`src/sv/kmd_pkg.sv`:
```
// kmd_pkg: shared types and constants for the key matrix debounce scanner
// no dependencies; used by kmd_integrator, kmd_key_store and the top level
`timescale 1ns / 1ps

package kmd_pkg;

  localparam int unsigned Rows      = 4;
  localparam int unsigned Cols      = 6;
  localparam int unsigned NumKeys   = Rows * Cols;
  localparam int unsigned IdxW      = $clog2(NumKeys);
  localparam int unsigned RowW      = 2;
  localparam int unsigned ColW      = 3;
  localparam int unsigned LevelsW   = 24;
  localparam int unsigned CountW    = 4;

  localparam logic [CountW-1:0] DebounceReset = 4'd5;

  typedef enum logic [1:0] {
    EvNone    = 2'd0,
    EvPress   = 2'd1,
    EvRelease = 2'd2
  } kmd_event_e;

  // result of one integrator step
  typedef struct packed {
    logic [CountW-1:0] count;
    logic              settled;
    logic              level;
  } kmd_integ_t;

  // write request into the per-key store
  typedef struct packed {
    logic [IdxW-1:0]   idx;
    logic              cnt_we;
    logic [CountW-1:0] cnt;
    logic              stable_we;
    logic              stable;
  } kmd_wr_t;

endpackage

```
`src/sv/kmd_integrator.sv`:
```
// kmd_integrator: the shared saturating counter step, used once per visited key
// depends on kmd_pkg
`timescale 1ns / 1ps

module kmd_integrator (
  input  logic [kmd_pkg::CountW-1:0] count_i,
  input  logic                       pressed_i,
  input  logic [kmd_pkg::CountW-1:0] dmax_i,
  output kmd_pkg::kmd_integ_t        result_o
);

  logic [kmd_pkg::CountW-1:0] top;
  logic [kmd_pkg::CountW-1:0] next;

  always_comb begin
    // a zero register value acts as one
    top = (dmax_i == '0) ? kmd_pkg::CountW'(1) : dmax_i;
    if (pressed_i) begin
      // a count above top (top lowered without reset) snaps to top
      next = (count_i < top) ? count_i + kmd_pkg::CountW'(1) : top;
      result_o.settled = (next == top);
      result_o.level   = 1'b1;
    end else begin
      next = (count_i != '0) ? count_i - kmd_pkg::CountW'(1) : '0;
      result_o.settled = (next == '0);
      result_o.level   = 1'b0;
    end
    result_o.count = next;
  end

endmodule

```
`src/sv/kmd_key_store.sv`:
```
// kmd_key_store: per-key integrator counts and debounced states, one read port and one write port
// depends on kmd_pkg
`timescale 1ns / 1ps

module kmd_key_store (
  input  logic                       clk_i,
  input  logic                       rst_ni,
  input  logic [kmd_pkg::IdxW-1:0]   rd_idx_i,
  output logic [kmd_pkg::CountW-1:0] rd_cnt_o,
  output logic                       rd_stable_o,
  input  kmd_pkg::kmd_wr_t           wr_i
);

  logic [kmd_pkg::CountW-1:0] cnt_q    [kmd_pkg::NumKeys];
  logic                       stable_q [kmd_pkg::NumKeys];

  assign rd_cnt_o    = cnt_q[rd_idx_i];
  assign rd_stable_o = stable_q[rd_idx_i];

  always_ff @(posedge clk_i or negedge rst_ni) begin
    if (!rst_ni) begin
      for (int i = 0; i < kmd_pkg::NumKeys; i++) begin
        cnt_q[i]    <= '0;
        stable_q[i] <= 1'b0;
      end
    end else begin
      if (wr_i.cnt_we) begin
        cnt_q[wr_i.idx] <= wr_i.cnt;
      end
      if (wr_i.stable_we) begin
        stable_q[wr_i.idx] <= wr_i.stable;
      end
    end
  end

endmodule

```
`src/sv/key_matrix_debounce_scanner.sv`:
```
// key_matrix_debounce_scanner: top level, scan sequencer and output register
// depends on kmd_pkg, kmd_integrator, kmd_key_store
`timescale 1ns / 1ps

// Takes one 24-bit matrix snapshot per input beat (bit row*6+col, 1 = pressed)
// and walks the 4x6 keys in row-major order, one key per clock, through a
// single shared saturating integrator. The walk stops at the first key whose
// settled level differs from its debounced state and reports it as a press or
// release; otherwise a none event is reported. A snapshot is accepted, then
// 1 to 24 keys are visited, then the result is loaded into the output
// register once that register is free. The block is not ready while a walk is
// running or its result waits to be loaded; a finished result may wait in the
// output register while the next snapshot is taken. Counts and states clear at
// reset; reset again after changing the debounce top.
module key_matrix_debounce_scanner (
  input  logic                        clk_i,
  input  logic                        rst_ni,
  input  logic                        cfg_we_i,
  input  logic [kmd_pkg::CountW-1:0]  cfg_wdata_i,
  input  logic                        in_valid_i,
  output logic                        in_ready_o,
  input  logic [kmd_pkg::LevelsW-1:0] key_levels_i,
  output logic                        out_valid_o,
  input  logic                        out_ready_i,
  output logic [1:0]                  event_kind_o,
  output logic [kmd_pkg::RowW-1:0]    key_row_o,
  output logic [kmd_pkg::ColW-1:0]    key_col_o
);

  typedef enum logic [1:0] {
    StIdle,
    StWalk,
    StEmit
  } state_e;

  state_e                      state_q;
  logic [kmd_pkg::CountW-1:0]  dmax_q;
  logic [kmd_pkg::LevelsW-1:0] levels_q;
  logic [kmd_pkg::IdxW-1:0]    idx_q;
  logic [kmd_pkg::RowW-1:0]    row_q;
  logic [kmd_pkg::ColW-1:0]    col_q;
  kmd_pkg::kmd_event_e         res_kind_q;
  logic [kmd_pkg::RowW-1:0]    res_row_q;
  logic [kmd_pkg::ColW-1:0]    res_col_q;
  logic                        out_valid_q;
  kmd_pkg::kmd_event_e         out_kind_q;
  logic [kmd_pkg::RowW-1:0]    out_row_q;
  logic [kmd_pkg::ColW-1:0]    out_col_q;

  logic [kmd_pkg::CountW-1:0]  rd_cnt;
  logic                        rd_stable;
  kmd_pkg::kmd_integ_t         integ;
  kmd_pkg::kmd_wr_t            wr;
  logic                        changed;
  logic                        out_load;

  kmd_key_store u_store (
    .clk_i       (clk_i),
    .rst_ni      (rst_ni),
    .rd_idx_i    (idx_q),
    .rd_cnt_o    (rd_cnt),
    .rd_stable_o (rd_stable),
    .wr_i        (wr)
  );

  kmd_integrator u_integ (
    .count_i   (rd_cnt),
    .pressed_i (levels_q[idx_q]),
    .dmax_i    (dmax_q),
    .result_o  (integ)
  );

  always_comb begin
    changed      = integ.settled && (integ.level != rd_stable);
    wr.idx       = idx_q;
    wr.cnt_we    = (state_q == StWalk);
    wr.cnt       = integ.count;
    wr.stable_we = (state_q == StWalk) && changed;
    wr.stable    = integ.level;
    out_load     = (state_q == StEmit) && (!out_valid_q || out_ready_i);
  end

  always_ff @(posedge clk_i or negedge rst_ni) begin
    if (!rst_ni) begin
      dmax_q <= kmd_pkg::DebounceReset;
    end else if (cfg_we_i) begin
      dmax_q <= cfg_wdata_i;
    end
  end

  always_ff @(posedge clk_i or negedge rst_ni) begin
    if (!rst_ni) begin
      state_q     <= StIdle;
      out_valid_q <= 1'b0;
      idx_q       <= '0;
      row_q       <= '0;
      col_q       <= '0;
      levels_q    <= '0;
      res_kind_q  <= kmd_pkg::EvNone;
      res_row_q   <= '0;
      res_col_q   <= '0;
      out_kind_q  <= kmd_pkg::EvNone;
      out_row_q   <= '0;
      out_col_q   <= '0;
    end else begin
      if (out_load) begin
        out_valid_q <= 1'b1;
      end else if (out_valid_q && out_ready_i) begin
        out_valid_q <= 1'b0;
      end
      unique case (state_q)
        StIdle: begin
          if (in_valid_i) begin
            levels_q <= key_levels_i;
            idx_q    <= '0;
            row_q    <= '0;
            col_q    <= '0;
            state_q  <= StWalk;
          end
        end
        StWalk: begin
          if (changed) begin
            res_kind_q <= integ.level ? kmd_pkg::EvPress : kmd_pkg::EvRelease;
            res_row_q  <= row_q;
            res_col_q  <= col_q;
            state_q    <= StEmit;
          end else if (idx_q == kmd_pkg::IdxW'(kmd_pkg::NumKeys - 1)) begin
            res_kind_q <= kmd_pkg::EvNone;
            res_row_q  <= '0;
            res_col_q  <= '0;
            state_q    <= StEmit;
          end else begin
            idx_q <= idx_q + kmd_pkg::IdxW'(1);
            if (col_q == kmd_pkg::ColW'(kmd_pkg::Cols - 1)) begin
              col_q <= '0;
              row_q <= row_q + kmd_pkg::RowW'(1);
            end else begin
              col_q <= col_q + kmd_pkg::ColW'(1);
            end
          end
        end
        StEmit: begin
          // wait for the output register to free up
          if (out_load) begin
            out_kind_q  <= res_kind_q;
            out_row_q   <= res_row_q;
            out_col_q   <= res_col_q;
            state_q     <= StIdle;
          end
        end
        default: state_q <= StIdle;
      endcase
    end
  end

  assign in_ready_o   = (state_q == StIdle);
  assign out_valid_o  = out_valid_q;
  assign event_kind_o = out_kind_q;
  assign key_row_o    = out_row_q;
  assign key_col_o    = out_col_q;

  // a none event never names a key
  a_none_at_origin: assert property (@(posedge clk_i) disable iff (!rst_ni)
    (out_valid_o && (event_kind_o == kmd_pkg::EvNone)) |->
      (key_row_o == '0 && key_col_o == '0))
    else $error("none event with nonzero key position");

  // walk index and row/col counters stay in step
  a_idx_tracks_pos: assert property (@(posedge clk_i) disable iff (!rst_ni)
    (state_q == StWalk) |->
      (32'(idx_q) == 32'(row_q) * kmd_pkg::Cols + 32'(col_q) &&
       32'(idx_q) < kmd_pkg::NumKeys))
    else $error("walk index out of step with row/col");

  // an accepted snapshot starts a walk, so the block drops ready
  a_busy_after_accept: assert property (@(posedge clk_i) disable iff (!rst_ni)
    (in_valid_i && in_ready_o) |=> !in_ready_o)
    else $error("ready held after accepting a snapshot");

endmodule

```
`config.mk`:
```
export PLATFORM = sky130hd
export DESIGN_NAME = key_matrix_debounce_scanner
export DESIGN_NICKNAME = d
export VERILOG_FILES = /design/src/sv/kmd_pkg.sv /design/src/sv/kmd_integrator.sv /design/src/sv/kmd_key_store.sv /design/src/sv/key_matrix_debounce_scanner.sv
export SDC_FILE = /design/constraint.sdc
export NUM_CORES = 1
export LEC_CHECK = 0
export BUFFER_PORTS_ARGS = -buffer_cell sky130_fd_sc_hd__buf_2
export CAP_MARGIN = 40
export CORE_ASPECT_RATIO = 1.1
export CORE_MARGIN = 5
export CORE_UTILIZATION = 45
export CTS_BUF_LIST = sky130_fd_sc_hd__clkbuf_2 sky130_fd_sc_hd__clkbuf_4 sky130_fd_sc_hd__clkbuf_8
export CTS_CLUSTER_SIZE = 24
export DETAILED_ROUTE_END_ITERATION = 8
export MAX_ROUTING_LAYER = met4
export SLEW_MARGIN = 10
export SYNTH_ARGS = -nofsm -noshare
export SYNTH_HDL_FRONTEND = slang
export SYNTH_SLANG_ARGS = --single-unit
```
`constraint.sdc`:
```
create_clock -name clk_i -period 5 [get_ports clk_i]
set_input_delay 0.25 -clock clk_i [delete_from_list [all_inputs] [get_ports clk_i]]
set_output_delay 0.25 -clock clk_i [all_outputs]
set_load 0.05 [all_outputs]
```
# [Word-level counts from Yosys, hierarchy flattened]
# Index checks and enable logic that the tools add are counted.
[op_classes] n_addsub=5 order_cmp=4 eq_ne=12 mux=46 reduce_logical=20 n_bitwise=1
[ops] operator="$bwmux W96" n=1
[ops] operator="$mux W4" n=7
[ops] operator="$mux W2" n=13
[ops] operator="$bwmux W24" n=1
[ops] operator="$bmux W4 S5" n=1
[ops] operator="$demux W4 S5" n=1
[ops] operator="$mux W3" n=6
[ops] operator="$mux W5" n=3
[ops] operator="$bmux W1 S5" n=2
[ops] operator="$ne A2 B2 Y1 const B" n=5
[ops] operator="$pmux W5 S2" n=1
[ops] operator="$logic_not A4 Y1" n=2
[ops] operator="$ge A6 B6 Y1 const B" n=1
[ops] operator="$lt A5 B6 Y1 const B" n=1
[ops] operator="$lt A6 B1 Y1 const B" n=1
[ops] operator="$mux W1" n=6
[ops] operator="$not A5 Y6" n=1
[ops] operator="$pmux W2 S3" n=1
[ops] operator="$pmux W3 S2" n=1
[ops] operator="$reduce_and A2 Y1" n=3
[ops] operator="$reduce_bool A2 Y1" n=3
[ops] operator="$add A5 B1 Y5 const B" n=1
[ops] operator="$demux W1 S5" n=1
[ops] operator="$eq A5 B5 Y1 const B" n=1
[ops] operator="other kinds (20)" n=24
[word_totals] inputBits=33 register_bits=175 output_inout_bits=9 wordCells=149

# [Logic depth before layout (Yosys ltp)]
# Gate-level depths: netlist of run 1.
[logic_depth] depth_word=12 depth_mapped=18 mapped_depth_nobuf=13

# [Modules after synthesis]
# A second synthesis of run 1 with hierarchy kept.
[unflattened] cells_unflattened=736 hier_area_um2=8745.9
[modules_own_cells] mod="kmd_key_store" seq_area_each_um2=3002.9 area_per_inst_um2=5871.9 instances=1 cells_each=445
[modules_own_cells] mod="key_matrix_debounce_scanner" seq_area_each_um2=1378.8 area_per_inst_um2=2424.8 instances=1 cells_each=225
[modules_own_cells] mod="kmd_integrator" seq_area_each_um2=0.0 area_per_inst_um2=449.2 instances=1 cells_each=66

# [Worst setup path after synthesis of run 1]
# Ideal clock, no wire load.
[synth_path] path_kind="register to register" from="reg idx_q[0] (netlist bit)" to="reg u_store.stable_q[1] (netlist bit)" t_arrival_ns=3.583 period_less_slack_ns=3.707 required_time_ns=4.875 n_path_buf=2 setup_time_ns=0.125 path_stages_with_launch=14 slack_ns=1.293 path_cell_list="dfrtp_1 -> buf_2 -> or4b_1 -> o22ai_1 -> nor4_2 -> and2_4 -> inv_2 -> ha_1 -> xnor3_1 -> o41a_1 -> o31a_1 -> buf_2 -> nor3_1 -> mux2_2"
[synth_via] elab_chain_cells=10 word_cells_on_any_way=27 cone_classes="2 x add/sub; 3 x order compare; 2 x eq/ne; 14 x mux; 1 x bitwise; 5 x reduce/logical"
[synth_rtl] element="start: declaration" line_no="key_matrix_debounce_scanner.sv:39" rtl="logic [kmd_pkg::IdxW-1:0] idx_q;"
[synth_rtl] element="start signal: assignment" line_no="key_matrix_debounce_scanner.sv:133" rtl="idx_q <= idx_q + kmd_pkg::IdxW'(1);"
[synth_rtl] element="$not A5 Y6 (implied by the code)" line_no="kmd_key_store.sv:17, kmd_key_store.sv:18, kmd_key_store.sv:31"
[synth_rtl] element="$bmux W4 S5" line_no="kmd_key_store.sv:17" rtl="assign rd_cnt_o = cnt_q[rd_idx_i];"
[synth_rtl] element="$mux W4 (implied by the code) (2 in a row)" line_no="kmd_key_store.sv:17"
[synth_rtl] element="$add A4 B1 Y4, or another cell as far along" line_no="kmd_integrator.sv:20" rtl="next = (count_i < top) ? count_i + kmd_pkg::CountW'(1) : top;"
[synth_rtl] element="$mux W4, on equally long branches" line_no="kmd_integrator.sv:20, kmd_integrator.sv:24"
[synth_rtl] element="$eq A4 B4 Y1 / $logic_not A4 Y1 (equally long branches)" line_no="kmd_integrator.sv:21, kmd_integrator.sv:25"
[synth_rtl] element="$mux W2" line_no="kmd_integrator.sv:18" rtl="if (pressed_i) begin"
[synth_rtl] element="$logic_and A1 B1 Y1" line_no="key_matrix_debounce_scanner.sv:74" rtl="changed = integ.settled && (integ.level != rd_stable);"
[synth_rtl] element="$logic_and A1 B1 Y1" line_no="key_matrix_debounce_scanner.sv:78" rtl="wr.stable_we = (state_q == StWalk) && changed;"
[synth_rtl] element="end signal: indexed assignment" line_no="kmd_key_store.sv:31" rtl="stable_q[wr_i.idx] <= wr_i.stable;"
[synth_rtl] element="end: declaration" line_no="kmd_key_store.sv:15" rtl="logic stable_q [kmd_pkg::NumKeys];"
# Several ways; a longest one is shown, not always the timed one. The select of a mux whose other input is x is not followed.
# A chain may end at the register's enable or synchronous reset.

# [Worst setup path after layout of run 1]
[layout_path] from="reg idx_q[0] (netlist bit)" to="reg u_store.stable_q[10] (netlist bit)"
# The elaborated chain is that of the path after synthesis.

==> impl_metrics.json, run 1 <==
{
  "run_status": "finished, final reports clean",
  "synth.ff_latch_count": 175,
  "critical_r2r_capture": "u_store.stable_q[10]",
  "timing_worst_slew_pin_value_ps": 875,
  "min_delay_worst_endpoint": "dmax_q[1]",
  "numCtsBuffers": 17,
  "crit_path_max_fanout": 39,
  "grt_first_pass_wirelength_mm": 34.9,
  "areaGrowthSynthToFinish_pct": 13.0,
  "port_buffers": 41,
  "synthesis.area_sq_um": 8610,
  "fp-row-count": 53,
  "yosys_most_used_dff": "sky130_fd_sc_hd__dfrtp_1",
  "endpoint_kind": "register",
  "yosys.cell_count.top_type": "sky130_fd_sc_hd__dfrtp_1",
  "cts_hold_buf": 29,
  "floorplan.die.height_um": 155,
  "hpwl_mm": 14.7,
  "cts.root.buffer_cell": "sky130_fd_sc_hd__clkbuf_8",
  "cell_count_after_synthesis": 792,
  "grt_overflow": 0,
  "ant_nets": 0,
  "critical_path.startpoint_type": "register",
  "yosysUniqueCellTypes": 62,
  "cts.reportedPaths.clkPinSlew_ps": 90,
  "grt_max_degree": 62,
  "peakVddDrop_v": 0.000543,
  "timing.setup.tns_ps": 0,
  "drt-initial-drc-count": 409,
  "maxCapViolCount": 0,
  "wl_per_cell_um": 18.9,
  "post_route_setup_slack_ps": 292,
  "ctsLongestPathBuffers": 2,
  "setup_repair_after_global_routing_missed_its_margin": "false",
  "fin_crit_sh_pct": 94.2,
  "totalPowerFinal_mw": 6.55,
  "data_arrival_time_at_the_worst_slack_endpoint_ps": 5060,
  "avg_inst_size_synth_sq_um": 10.9,
  "yosys_warnings": 0,
  "maxSlewHeadroom_pct": 41.7,
  "worst-r2r-setup-slack_ps": 290,
  "drcViolationCount": 0,
  "layout.filler_cells": 1716,
  "ioPinCount": 42,
  "drtPass1Iterations": 5,
  "synth_top_area_cell": "sky130_fd_sc_hd__dfrtp_1",
  "core_area_sq_um": 19000,
  "tritoncts": "yes",
  "postSynth.asyncResetShare_pct": 100,
  "hold_viol_final": 0,
  "antenna_found_initial": 0,
  "fin_skew_ps": 12.0,
  "dpl_worst_slack_ps": 367,
  "min_path_type": "in2reg",
  "cts.sink_count": 175,
  "netlist.area_leader.share_pct": 50.3,
  "worst-setup-path-type": "reg2reg",
  "synth.top_cells.by_area": "sky130_fd_sc_hd__dfrtp_1 (50%), sky130_fd_sc_hd__mux2_2 (11%), sky130_fd_sc_hd__mux2i_1 (7.1%), sky130_fd_sc_hd__nand2_1 (4.9%), sky130_fd_sc_hd__o21ai_0 (2.4%)",
  "via_count": 6292,
  "drt-total-wl_mm": 21.1,
  "routabilityCongestion": 0.888,
  "min-delay-start": "cfg_we_i",
  "post_route_cells_drive_above_1_share_pct": 22.5,
  "antenna-diode-count": 0,
  "h-tree-depth": 4,
  "worstPathRequired_ps": 5350,
  "power-per-cell-area_nw_per_um2": 674,
  "finalSetupViolations": 0,
  "grt_pass1_vias": 6561,
  "post_cts_setup_repair_buffer_count": 0,
  "fp.dieArea_sq_um": 22000,
  "timing.rr.start": "idx_q[0]",
  "floorplan.initialDensity_pct": 45.4,
  "whs_path_cells": 2,
  "design.final.nets": 897,
  "leak_pwr_nw": 4.55,
  "grt_use_total_pct": 20.6,
  "timing.fmax_ghz": 0.212,
  "synth_top_cells_by_count": "sky130_fd_sc_hd__dfrtp_1 (173), sky130_fd_sc_hd__nand2_1 (112), sky130_fd_sc_hd__mux2_2 (85)",
  "synthesis.nets": 834,
  "finalMaxSlewViolations": 0,
  "post_cts.resized_instances": 0,
  "die-width_um": 142,
  "synth_edf_count": 0,
  "min_period_ps": 4710,
  "worst-r2r-cell-count": 13,
  "average_vias_per_placed_instance": 5.64,
  "clkLatencyLatePin_ps": 460,
  "synth_seq_area_share_pct": 50.9
}
[sequential cells by signal, indices dropped and copies added (netlist names), 3 cells and up]
name              flops
col_q                 3
res_col_q             3
key_col_o             3
dmax_q                4
u_store.stable_q     24
idx_q                 5
u_store.cnt_q        96
levels_q             24
[report_power, final]
part           internal, mW  total, mW  switching (mW)  leakage [nW]
clock                 0.420      0.941           0.521         0.183
sequential             1.88       2.25           0.367          2.31
combinational          1.20       3.37            2.17          2.05
total                  3.50       6.55            3.05          4.55
[worst max-delay path by stage]
stage	slack [ps]	depth (start not counted)	endpoint	from
6_report	290	13	u_store.stable_q[10]	idx_q[0]
5_1_grt	100	13	u_store.stable_q[15]	idx_q[0]
4_1_cts	340	13	row_q[0]	idx_q[0]
3_5_place_dp	370	13	row_q[0]	idx_q[0]
3_3_place_gp	380	13	u_store.stable_q[3]	idx_q[0]
2_1_floorplan	1290	13	u_store.stable_q[1]	idx_q[0]
[critical path, cell delays in order, from the launching register on]
cell and delay [ps]:
sky130_fd_sc_hd__dfrtp_1 550, sky130_fd_sc_hd__buf_4 280, sky130_fd_sc_hd__or4_1 710, sky130_fd_sc_hd__o22ai_1 420
sky130_fd_sc_hd__nor4_2 130, sky130_fd_sc_hd__and2_4 170, sky130_fd_sc_hd__inv_2 120, sky130_fd_sc_hd__ha_1 250
sky130_fd_sc_hd__xnor3_1 410, sky130_fd_sc_hd__o41a_1 440, sky130_fd_sc_hd__o31a_1 250, sky130_fd_sc_hd__buf_4 250
sky130_fd_sc_hd__nor3_1 240, sky130_fd_sc_hd__mux2_1 350
[through the flow]
step | cells | util [%] | area [sq um] | hold WS [ps]
finish | 1115 | 51.3 | 9730 | 54.1
global route | 1115 | 51.3 | 9730 | 34.4
CTS | 1114 | 51.2 | 9720 | 0.0159
detailed placement | 1053 | 47.7 | 9050 | 260
global placement | 1051 | 47.6 | 9030 | 245
floorplan | 792 | - | 8610 | -45.6
[cells by family after synthesis]
logic type | Yosys count | share of synthesized area (%)
compound gates | 138 | 10.1
xor+xnor | 5 | 0.669
fa+ha+maj | 9 | 1.31
buf+inv | 59 | 3.17
flops | 175 | 50.9
mux | 160 | 20.6
simple gates | 246 | 13.2
[area by class of cell]
type / count / area [sq um] / share of cell area (%)
clock buffer: 20 / 263 / 2.70
clock inverter: 12 / 110 / 1.13
inverter: 14 / 52.6 / 0.540
multi-input combinational: 558 / 3950 / 40.6
sequential: 175 / 4390 / 45.1
tap: 247 / 309 / 3.18
timing repair buffer: 89 / 654 / 6.73
[placed cells by master (no fill, tap or decap), types with 4 or more instances in the layout]
| master | instances |
|---|---|
| sky130_fd_sc_hd__mux2_1 | 10 |
| sky130_fd_sc_hd__nor4_1 | 5 |
| sky130_fd_sc_hd__ha_1 | 9 |
| sky130_fd_sc_hd__o21ai_0 | 41 |
| sky130_fd_sc_hd__buf_4 | 17 |
| sky130_fd_sc_hd__nand3_1 | 23 |
| sky130_fd_sc_hd__clkinvlp_4 | 4 |
| sky130_fd_sc_hd__o31ai_1 | 11 |
| sky130_fd_sc_hd__nor2_1 | 47 |
| sky130_fd_sc_hd__nor3_1 | 23 |
| sky130_fd_sc_hd__clkbuf_8 | 18 |
| sky130_fd_sc_hd__dlygate4sd3_1 | 30 |
| sky130_fd_sc_hd__nand2_1 | 112 |
| sky130_fd_sc_hd__and2_1 | 5 |
| sky130_fd_sc_hd__inv_1 | 11 |
| sky130_fd_sc_hd__buf_2 | 40 |
| sky130_fd_sc_hd__a21oi_1 | 28 |
| sky130_fd_sc_hd__nand2b_1 | 7 |
| sky130_fd_sc_hd__nor2b_1 | 4 |
| sky130_fd_sc_hd__o211ai_1 | 4 |
| sky130_fd_sc_hd__dfrtp_1 | 172 |
| sky130_fd_sc_hd__mux2i_1 | 61 |
| sky130_fd_sc_hd__mux2_2 | 85 |
| sky130_fd_sc_hd__mux4_2 | 4 |
| sky130_fd_sc_hd__o22ai_1 | 26 |
[layer usage]
layer / wire [um] / GRT usage [%] / vias up
li1: - / - / 2966
met1: 9430 / 26.4 / 3142
met2: 10100 / 32.4 / 146
met3: 967 / 4.70 / 38
met4: 538 / 7.13 / 0
met5: 0 / - / -
Power figures use the tool's default switching activity.
==> run 2: changes to the inputs <==
Settings changed: CORE_UTILIZATION 45 to 55, PLACE_DENSITY from default to 0.76.
Clock period 5 ns to 4.2 ns, I/O delays scaled along.
==> run 2 against run 1 <==
Net effect:
- worst hold slack better by 4.8 ps
- clock skew is 0.61 ps lower
- critical path depth decreased by 1
- non-clock buffer count increased by 21
- sequential power grew 16%
- global-route usage is 4.5 points higher
- sequential cell count did not move
- setup slack worse by 170 ps
- largest power group unchanged
- highest routed layer unchanged
==> impl_metrics.json, run 2 (synthesis results as in run 1) <==
{
  "run_status": "finished, final reports clean",
  "finish.cell_count_without_fillers": 1089,
  "timing.fmax_ghz": 0.245,
  "wl_met3_mm": 1.17,
  "port_buffers": 41,
  "worst_hold_slack_ps": 58.9,
  "fp.dieArea_sq_um": 18300,
  "grt_overflow": 0,
  "via_count": 6609,
  "highest_count_cells_in_the_layout_ignoring_fill_and_taps": "sky130_fd_sc_hd__dfrtp_1 (169), sky130_fd_sc_hd__nand2_1 (112), sky130_fd_sc_hd__mux2_2 (85), sky130_fd_sc_hd__mux2i_1 (61), sky130_fd_sc_hd__nor2_1 (47)",
  "min_path_type": "in2reg",
  "cp.depth": 12,
  "post-route-cell-area_sq_um": 9990,
  "fin_crit_sh_pct": 97.2,
  "ctsLongestPathBuffers": 2,
  "routabilityCongestion": 1.02,
  "floorplan.initialDensity_pct": 55.3,
  "wl_per_cell_um": 19.5,
  "antenna-diode-count": 0,
  "peakVddDrop_v": 0.000780,
  "critical_path.startpoint_type": "register",
  "ant_nets": 0,
  "power-per-cell-area_nw_per_um2": 827,
  "drcViolationCount": 0,
  "hold_viol_final": 0,
  "h-tree-depth": 4,
  "endpoint_kind": "register",
  "min_period_ps": 4080,
  "drt-total-wl_mm": 21.2,
  "timing.critical_path.cells": "or4b_4, o22ai_1, nor4_1, o221a_2, inv_2, ha_1, xnor3_1, o41a_1, o31a_1, buf_12, nor3_1, mux2_2",
  "timing.critical_path.max_delay_family": "compound AO/OA/AOI/OAI gates",
  "largest_registers_ranked_by_flip_flop_count": "u_store.cnt_q: 96 flops, levels_q: 24 flops, u_store.stable_q: 24 flops",
  "dpl_worst_slack_ps": -118,
  "cts.root.buffer_cell": "sky130_fd_sc_hd__clkbuf_8",
  "fp-row-count": 48,
  "crit_path_max_fanout": 39,
  "placed_cells_incl_taps": 1019,
  "areaGrowthSynthToFinish_pct": 16.1,
  "grt_use_total_pct": 25.1,
  "clkLatencyLatePin_ps": 460,
  "layout.filler_cells": 1201,
  "worst-setup-path-type": "reg2reg",
  "timing_worst_slew_pin_value_ps": 872,
  "antenna_found_initial": 0,
  "cts.sink_count": 175,
  "dr_top_layer": "met4",
  "post_route_cells_drive_above_1_share_pct": 25.2,
  "average_vias_per_placed_instance": 6.07,
  "netSwitchingFraction_pct": 45.1,
  "whs_path_cells": 3,
  "grt_max_degree": 79,
  "finalMaxSlewViolations": 0,
  "tritoncts": "yes",
  "mostFrequentLayoutCell": "sky130_fd_sc_hd__dfrtp_1",
  "drtPass1Iterations": 5,
  "maxSlewHeadroom_pct": 41.7,
  "worstPathRequired_ps": 4550,
  "fin_skew_ps": 11.4,
  "leak_pwr_nw": 4.70,
  "floorplan.die.height_um": 141,
  "die-width_um": 129,
  "timing.setup.tns_ps": 0,
  "timing.critical_path.buf_inv": 2,
  "largest_reg_flops": 96,
  "largest_reg_by_ff_count": "u_store.cnt_q",
  "grt_first_pass_wirelength_mm": 34.9,
  "worst-r2r-cell-count": 12,
  "combPwrFrac_pct": 53.4,
  "core_area_sq_um": 15600,
  "numCtsBuffers": 17,
  "grt_pass1_vias": 6721,
  "internal-power_mw": 4.54,
  "ioPinCount": 42,
  "postPlaceCellArea_sq_um": 9150,
  "cts.reportedPaths.clkPinSlew_ps": 90,
  "postLayoutCoreUtil_pct": 64.3,
  "routed-wl-met2_mm": 10.5,
  "design.final.nets": 918,
  "power.clock.fraction_pct": 15.0,
  "finalSetupViolations": 0,
  "drt-initial-drc-count": 676,
  "hpwl_mm": 14.8,
  "cp_slowest_stage_delay_ps": 610,
  "data_arrival_time_at_the_worst_slack_endpoint_ps": 4430,
  "switchingPower_mw": 3.73,
  "detail_route.wirelength.met1_mm": 8.75,
  "totalPowerFinal_mw": 8.26,
  "post_route_setup_slack_ps": 118,
  "maxCapViolCount": 0,
  "part_of_the_power_in_registers_pct": 31.6,
  "crit_path_top_delay_cell": "sky130_fd_sc_hd__or4b_4"
}
[run 2: final timing paths]
check | startpoint | end | slack (ps)
max | idx_q[0] | u_store.stable_q[2] | 120
min | out_ready_i | out_valid_o | 60
max reg2reg | idx_q[0] | u_store.stable_q[2] | 120
min reg2reg | levels_q[19] | levels_q[19] | 480
max in group asynchronous | rst_ni | u_store.cnt_q[73] | 2740
min in group asynchronous | rst_ni | levels_q[14] | 350
[run 2: power groups by stage]
stage          Clock (mW)  Combinational (mW)  Sequential, mW
2_1_floorplan           0                2.85            2.57
3_3_place_gp            0                4.01            2.58
3_5_place_dp            0                4.24            2.63
4_1_cts              1.26                4.29            2.60
5_1_grt              1.32                4.77            2.67
6_report             1.24                4.41            2.61
[run 2: timing repair]
action,CTS,global route
hold endpoints to repair,104,0
setup endpoints to repair,16,17
buffers inserted,0,5
hold buffers,32,0
resized for setup,2,10
pin swaps,0,1
cloned,0,0
[run 2: metal layers]
layer  GRT usage [%]  up-vias
li1                -     3010
met1            31.9     3289
met2            38.9      247
met3            4.93       63
met4            11.4        0
met5               -        -
[run 2: worst register-to-register path, delay by kind of cell (launching register included)]
kind / cells / cell delay (ps)
muxes: 1 / 370
AOI/OAI and AO/OA: 4 / 1150
buffers and inverters: 2 / 310
DFF: 1 / 580
adders and majority gates: 1 / 240
and+or+nand+nor: 3 / 920
xor gates and xnor gates: 1 / 410
[run 2: area by class of cell]
type	instances	area (sq um)	share of cell area [%]
Sequential cell	175	4390	43.9
Multi-Input combinational cell	558	3990	39.9
Timing Repair Buffer	110	886	8.86
Clock buffer	20	269	2.69
Tap cell	200	250	2.50
Clock inverter	12	156	1.56
Inverter	14	52.6	0.526
